==> config.mk <==
export PLATFORM = sky130hd
export DESIGN_NAME = msp_ctrl
export DESIGN_NICKNAME = d
export VERILOG_FILES = /design/src/rtl/msp_pkg.sv /design/src/rtl/msp_ctrl.sv
export SDC_FILE = /design/constraint.sdc
export NUM_CORES = 1
export LEC_CHECK = 0
export BUFFER_PORTS_ARGS = -buffer_cell sky130_fd_sc_hd__buf_2
export CORE_AREA = 2 2 39 41
export CTS_BUF_LIST = sky130_fd_sc_hd__clkbuf_8
export CTS_CLUSTER_DIAMETER = 100
export CTS_CLUSTER_SIZE = 25
export DETAILED_ROUTE_END_ITERATION = 6
export DIE_AREA = 0 0 41 43
export SLEW_MARGIN = 10
export SYNTH_ARGS = -nofsm -noshare
export SYNTH_HDL_FRONTEND = slang
export SYNTH_SLANG_ARGS = --single-unit
==> constraint.sdc <==
create_clock -name clock -period 2 [get_ports clock]
set_input_delay 0.6 -clock clock [delete_from_list [all_inputs] [get_ports clock]]
set_output_delay 0.6 -clock clock [all_outputs]
set_load 0.02 [all_outputs]
==> src/rtl/msp_pkg.sv <==
package msp_pkg;

   // Sizes of the stack set and of the shared node pool.
   localparam int MAX_STACKS = 8;
   localparam int POOL_DEPTH = 256;
   localparam int DATA_WIDTH = 32;

   // Node pointers carry one extra bit so that POOL_DEPTH itself marks null.
   localparam int ADDR_W = $clog2(POOL_DEPTH);
   localparam int NODE_W = ADDR_W + 1;
   localparam logic [NODE_W-1:0] NODE_NULL = NODE_W'(POOL_DEPTH);

   // Fixed field widths.
   localparam int IDX_W    = 3;
   localparam int ACTIVE_W = 4;
   localparam int STAT_W   = 2;
   localparam logic [ACTIVE_W-1:0] ACTIVE_RESET = ACTIVE_W'(8);

   // Operation codes.
   localparam logic CMD_PUSH = 1'b0;
   localparam logic CMD_POP  = 1'b1;

   // Result status codes.
   localparam logic [STAT_W-1:0] ST_OK        = 2'd0;
   localparam logic [STAT_W-1:0] ST_UNDERFLOW = 2'd1;
   localparam logic [STAT_W-1:0] ST_INVALID   = 2'd2;
   localparam logic [STAT_W-1:0] ST_EXHAUSTED = 2'd3;

   // Commands from the controller to the datapath.
   typedef struct packed {
      logic accept;   // latch the request beat and launch the node reads
      logic commit;   // update the stacks and load the result register
   } dp_cmd_type;

endpackage

==> src/rtl/msp_ctrl.sv <==
module msp_ctrl
   import msp_pkg::*;
(
   input  logic       clock,
   input  logic       reset,
   input  logic       req_tvalid,
   output logic       req_tready,
   output logic       rsp_tvalid,
   input  logic       rsp_tready,
   output dp_cmd_type cmd
);

   typedef enum logic [1:0] {
      S_IDLE = 2'b01,
      S_EXEC = 2'b10
   } state_type;

   state_type state_ff;
   state_type state_in;
   logic      rsp_valid_ff;
   logic      rsp_valid_in;
   logic      slot_free;

   // The result register is free when empty or being drained this cycle.
   assign slot_free  = !rsp_valid_ff || rsp_tready;
   assign req_tready = (state_ff == S_IDLE);
   assign cmd.accept = req_tvalid && req_tready;
   assign cmd.commit = (state_ff == S_EXEC) && slot_free;

   // Next state: a beat is taken in idle, then committed once the result slot is free.
   always_comb begin
      state_in = state_ff;
      unique case (state_ff)
         S_IDLE: begin
            if (cmd.accept) begin
               state_in = S_EXEC;
            end
         end
         S_EXEC: begin
            if (cmd.commit) begin
               state_in = S_IDLE;
            end
         end
         default: begin
            state_in = S_IDLE;
         end
      endcase
   end

   assign rsp_valid_in = cmd.commit || (rsp_valid_ff && !rsp_tready);

   always_ff @(posedge clock) begin
      if (reset) begin
         state_ff     <= S_IDLE;
         rsp_valid_ff <= 1'b0;
      end else begin
         state_ff     <= state_in;
         rsp_valid_ff <= rsp_valid_in;
      end
   end

   assign rsp_tvalid = rsp_valid_ff;

   // An accepted beat always moves to execution.
   a_accept_exec: assert property (@(posedge clock) disable iff (reset)
      cmd.accept |=> (state_ff == S_EXEC))
      else $error("accepted beat not executed");

   // A commit always presents a result in the next cycle.
   a_commit_valid: assert property (@(posedge clock) disable iff (reset)
      cmd.commit |=> rsp_tvalid)
      else $error("commit without result");

   // Execution waits, without committing, while the result slot is held.
   a_exec_wait: assert property (@(posedge clock) disable iff (reset)
      ((state_ff == S_EXEC) && rsp_valid_ff && !rsp_tready) |=> (state_ff == S_EXEC))
      else $error("execution left while result slot was full");

endmodule

* Yosys cells after proc, flatten, opt, wreduce, memory -nomap -nowiden
Cells that the tools add are included.
** Operators by class
- Add/sub/neg operators :: 0
- Multiply operators :: 0
- Divide/modulo/power cells :: 0
- Magnitude comparators :: 0
- Equality and inequality tests :: 4
- Shifts and indexed selects :: 0
- Muxes and demuxes :: 3
- Bitwise logic cells :: 0
- Reduce and logical (&&, ||, !) cells :: 8
** Operators with widths (count)
- $mux W2 :: 2
- $pmux W2 S2 :: 1
- $logic_and A1 B1 Y1 :: 3
- $eq A2 B1 Y1 const B :: 1
- $eq A2 B2 Y1 const B :: 1
- $logic_not A1 Y1 :: 2
- $logic_or A1 B1 Y1 :: 2
- $ne A2 B1 Y1 const B :: 1
- $ne A2 B2 Y1 const B :: 1
- $reduce_and A2 Y1 :: 1
** Word-level totals
- Register bits :: 3
- Latch bits :: 0
- Memory bits (writable) :: 0
- Bits in read-only memories :: 0
- Output and inout port bits :: 4
- Word-level logic and storage cells :: 17
- Memories kept :: 0

* Logic depth before layout (Yosys ltp)
- Word-level depth :: 5
- Depth in mapped cells :: 2
- Gate-level depth less buffers :: 2

* Worst setup path after synthesis
No wires, ideal clock.
- Path type :: in2out
- From :: in rsp_tready
- To :: out cmd[0] in the netlist's numbering
- Data arrival time :: 1.031 ns
- Data required time :: 1.400 ns
- Setup slack :: 0.369 ns
- Stages on the path :: 2
- Path through :: nand2b_1 -> nor2b_1
** RTL lines
- start: declaration :: RTL line msp_ctrl.sv:9 : input logic rsp_tready,
- end: declaration :: RTL line msp_ctrl.sv:10 : output dp_cmd_type cmd

==> impl_metrics.prom <==
# TYPE chip_impl_metric gauge
chip_impl_metric{name="placed_insts",unit=""} 35
chip_impl_metric{name="clock_tree.htree_level_count",unit=""} 1
chip_impl_metric{name="number_of_iterations_in_the_first_detailed_routing_pass",unit=""} 2
chip_impl_metric{name="vias",unit=""} 128
chip_impl_metric{name="synthesis.yosys.warnings",unit=""} 0
chip_impl_metric{name="cts-hold-fix-buffers",unit=""} 0
chip_impl_info{name="timing.critical_path.to_type",value="output port"} 1
chip_impl_metric{name="fin_total_pwr",unit="mW"} 0.255
chip_impl_metric{name="layoutNonFillerInstCount",unit=""} 39
chip_impl_metric{name="routabilityCongestion",unit=""} 0.488
chip_impl_metric{name="maxCapViolCount",unit=""} 0
chip_impl_metric{name="mappedNetlistArea",unit="um2"} 129
chip_impl_metric{name="grt-ovfl-total",unit=""} 0
chip_impl_info{name="unrepaired_setup_endpoints_after_global_routing",value="no"} 1
chip_impl_info{name="setup.worst_path.start",value="rsp_tready"} 1
chip_impl_metric{name="p_int",unit="mW"} 0.204
chip_impl_info{name="synth_area_leaders",value="dfxtp_1, and4bb_2, nand2b_1, nor2b_1, o21ba_1"} 1
chip_impl_info{name="synth.largest_area_cell",value="dfxtp_1"} 1
chip_impl_metric{name="drt-vias-per-instance",unit=""} 3.28
chip_impl_metric{name="postPlaceCellArea",unit="um2"} 184
chip_impl_metric{name="worst_supply_voltage_drop_on_vdd",unit="mV"} 0.164
chip_impl_metric{name="power_frac_comb",unit="%"} 8.3
chip_impl_info{name="run_status",value="finished, final reports clean"} 1
chip_impl_metric{name="coreArea",unit="mm2"} 0.00138
chip_impl_metric{name="die_width",unit="um"} 41
chip_impl_metric{name="first_global_vias",unit=""} 105
chip_impl_metric{name="die_area",unit="mm2"} 0.00176
chip_impl_metric{name="grt_start_max_net_pins",unit=""} 5
chip_impl_metric{name="drt.antenna.violating_nets",unit=""} 0
chip_impl_metric{name="routed_wl",unit="um"} 275
chip_impl_metric{name="required",unit="ns"} 1.40
chip_impl_info{name="tritoncts",value="yes"} 1
chip_impl_metric{name="drtIter0Drc",unit=""} 1
chip_impl_metric{name="clk_transition_reported_paths",unit="ns"} 0.03
chip_impl_info{name="most-common-layout-cells",value="buf_2, clkbuf_8, dfxtp_1"} 1
chip_impl_metric{name="biggest_fanout_along_the_worst_timing_path",unit=""} 2
chip_impl_metric{name="dieHeight",unit="um"} 43
chip_impl_metric{name="antennaDiodeCount",unit=""} 0
chip_impl_metric{name="yosysSeqAreaShare",unit="%"} 46.6
chip_impl_metric{name="final.setup_skew",unit="ns"} 0.00315
chip_impl_metric{name="final_area",unit="um2"} 229
chip_impl_metric{name="grt_pass1_wl",unit="um"} 296
chip_impl_metric{name="post_cts.resized_instances",unit=""} 0
chip_impl_metric{name="worst-slew-pin-transition",unit="ns"} 0.107
chip_impl_info{name="cp-start-kind",value="primary input"} 1
chip_impl_metric{name="synth_top_cell_area_share",unit="%"} 46.6
chip_impl_metric{name="r2r_depth",unit=""} 2
chip_impl_metric{name="numPortBuffers",unit=""} 7
chip_impl_metric{name="syn_nets",unit=""} 16
chip_impl_metric{name="area_delta_synth_final",unit="%"} 77.7
chip_impl_info{name="cts.root.buffer_cell",value="clkbuf_8"} 1
chip_impl_metric{name="post_synth_inst_count",unit=""} 12
chip_impl_metric{name="clock_latency",unit="ns"} 0.21
chip_impl_metric{name="period_needed",unit="ns"} 1.71
chip_impl_metric{name="post_synth_num_cell_types",unit=""} 8
chip_impl_info{name="r2r_end",value="state_ff[1]$_SDFFE_PP0P_"} 1
chip_impl_metric{name="setup_viol_count_final",unit=""} 0
chip_impl_metric{name="layout-drive-gt1-share",unit="%"} 47.8
chip_impl_metric{name="signal_arrival_time_at_the_worst_endpoint",unit="ns"} 1.11
chip_impl_metric{name="cts_max_path_buffers",unit=""} 2
chip_impl_metric{name="p_leak",unit="nW"} 0.115
chip_impl_info{name="hp-class",value="register to register"} 1
chip_impl_metric{name="drc_errors",unit=""} 0
chip_impl_metric{name="p_sw_share",unit="%"} 20.1
chip_impl_info{name="worst-setup-path-type",value="primary input to output port"} 1
chip_impl_info{name="layout_commonest_cell",value="buf_2"} 1
chip_impl_metric{name="power_density",unit="mW/mm2"} 1120
chip_impl_metric{name="synthesis.area_per_instance",unit="um2"} 10.7
chip_impl_metric{name="synth-seq-cells",unit=""} 3
chip_impl_metric{name="layout.nets",unit=""} 28
chip_impl_metric{name="post-route-period-util",unit="%"} 85.7
chip_impl_metric{name="cts.sinks",unit=""} 3
chip_impl_metric{name="worst_r2r_setup_slack",unit="ns"} 1.16
chip_impl_metric{name="slew_headroom",unit="%"} 92.9
chip_impl_metric{name="boundaryPins",unit=""} 8
chip_impl_metric{name="place.detailed.hpwl",unit="um"} 200
chip_impl_metric{name="initial_utilization",unit="%"} 9.31
chip_impl_metric{name="maximum_clock_rate",unit="GHz"} 0.584
chip_impl_metric{name="setup_total_negative_slack",unit="ns"} 0
chip_impl_metric{name="pwr-share-clk",unit="%"} 66.2
chip_impl_metric{name="post-cts-setup-buffers",unit=""} 0
chip_impl_info{name="timing.rr.start",value="state_ff[1]$_SDFFE_PP0P_"} 1
chip_impl_metric{name="globalRouteTotalUtil",unit="%"} 3.50
chip_impl_metric{name="cts_inserted_buffers",unit=""} 3
chip_impl_metric{name="timing_hold_violations_final",unit=""} 0
chip_impl_metric{name="routed_wire_length_per_instance",unit="um"} 7.05
chip_impl_metric{name="report.final.slew_viol_count",unit=""} 0
chip_impl_metric{name="share_seq_of_total_power",unit="%"} 25.6
chip_impl_metric{name="core.rowCount",unit=""} 14
chip_impl_info{name="critPathCapture",value="cmd[0]"} 1
chip_impl_metric{name="power.switching",unit="mW"} 0.0515
chip_impl_metric{name="antenna_found_initial",unit=""} 0
## critical path, cell delays in order
cell      delay, ns
buf_2          0.10
nand2b_1       0.14
nor2b_1        0.12
buf_2          0.15
## Yosys cell counts
master    count
and3b_1       1
and4bb_2      1
nor2b_1       2
dfxtp_1       3
nand2b_1      2
o21ba_1       1
a21oi_1       1
o21bai_1      1
## logic make-up after synthesis
kind of cell | Yosys count | synth area share [%]
simple gates | 6 | 35.9
compound gates | 3 | 17.5
flops | 3 | 46.6
## how the worst min path moves through the flow
stage,start,to,slack (ns),cells past startpoint
floorplan,state_ff[1]$_SDFFE_PP0P_,rsp_tvalid$_SDFF_PP0_,0.49,2
global placement,rsp_tvalid$_SDFF_PP0_,rsp_tvalid$_SDFF_PP0_,0.49,2
detailed placement,rsp_tvalid$_SDFF_PP0_,rsp_tvalid$_SDFF_PP0_,0.49,2
CTS,rsp_tvalid$_SDFF_PP0_,rsp_tvalid$_SDFF_PP0_,0.49,2
global route,rsp_tvalid$_SDFF_PP0_,rsp_tvalid$_SDFF_PP0_,0.51,2
finish,rsp_tvalid$_SDFF_PP0_,rsp_tvalid$_SDFF_PP0_,0.49,2
## routing by layer
layer  part of all wire, %  track usage (%)
met1                    39             1.27
met3                    11             1.57
met2                    44             4.06
met4                   5.1             10.0
met5                     0                0
## flip-flops by register name, summed over array words and instances (netlist names)
signal / flops
rsp_tvalid: 1
state_ff: 2
## cell type report
type                       count  area (um2)
fill                         161        1150
sequential                     3        60.1
timing repair buffer           7        35.0
multi-input combinational      9        68.8
tap                           16        20.0
clock buffer                   3        41.3
clock inverter                 1        3.75
## power groups by stage
stage / clock, mW / combinational (mW) / sequential [mW]
6_report: 0.169 / 0.0212 / 0.0653
5_1_grt: 0.180 / 0.0229 / 0.0656
4_1_cts: 0.176 / 0.0216 / 0.0654
3_5_place_dp: 0 / 0.0215 / 0.0662
3_3_place_gp: 0 / 0.0211 / 0.0660
2_1_floorplan: 0 / 0.0130 / 0.0660
## stage by stage
step	setup WS [ns]	hold slack, ns	utilization [%]
after floorplan	0.369	0.485	-
after global placement	0.282	0.488	13.3
after detailed placement	0.285	0.487	13.3
after CTS	0.284	0.491	16.5
after global routing	0.258	0.512	16.5
final	0.286	0.489	16.5
Power figures use the tool's default switching activity.
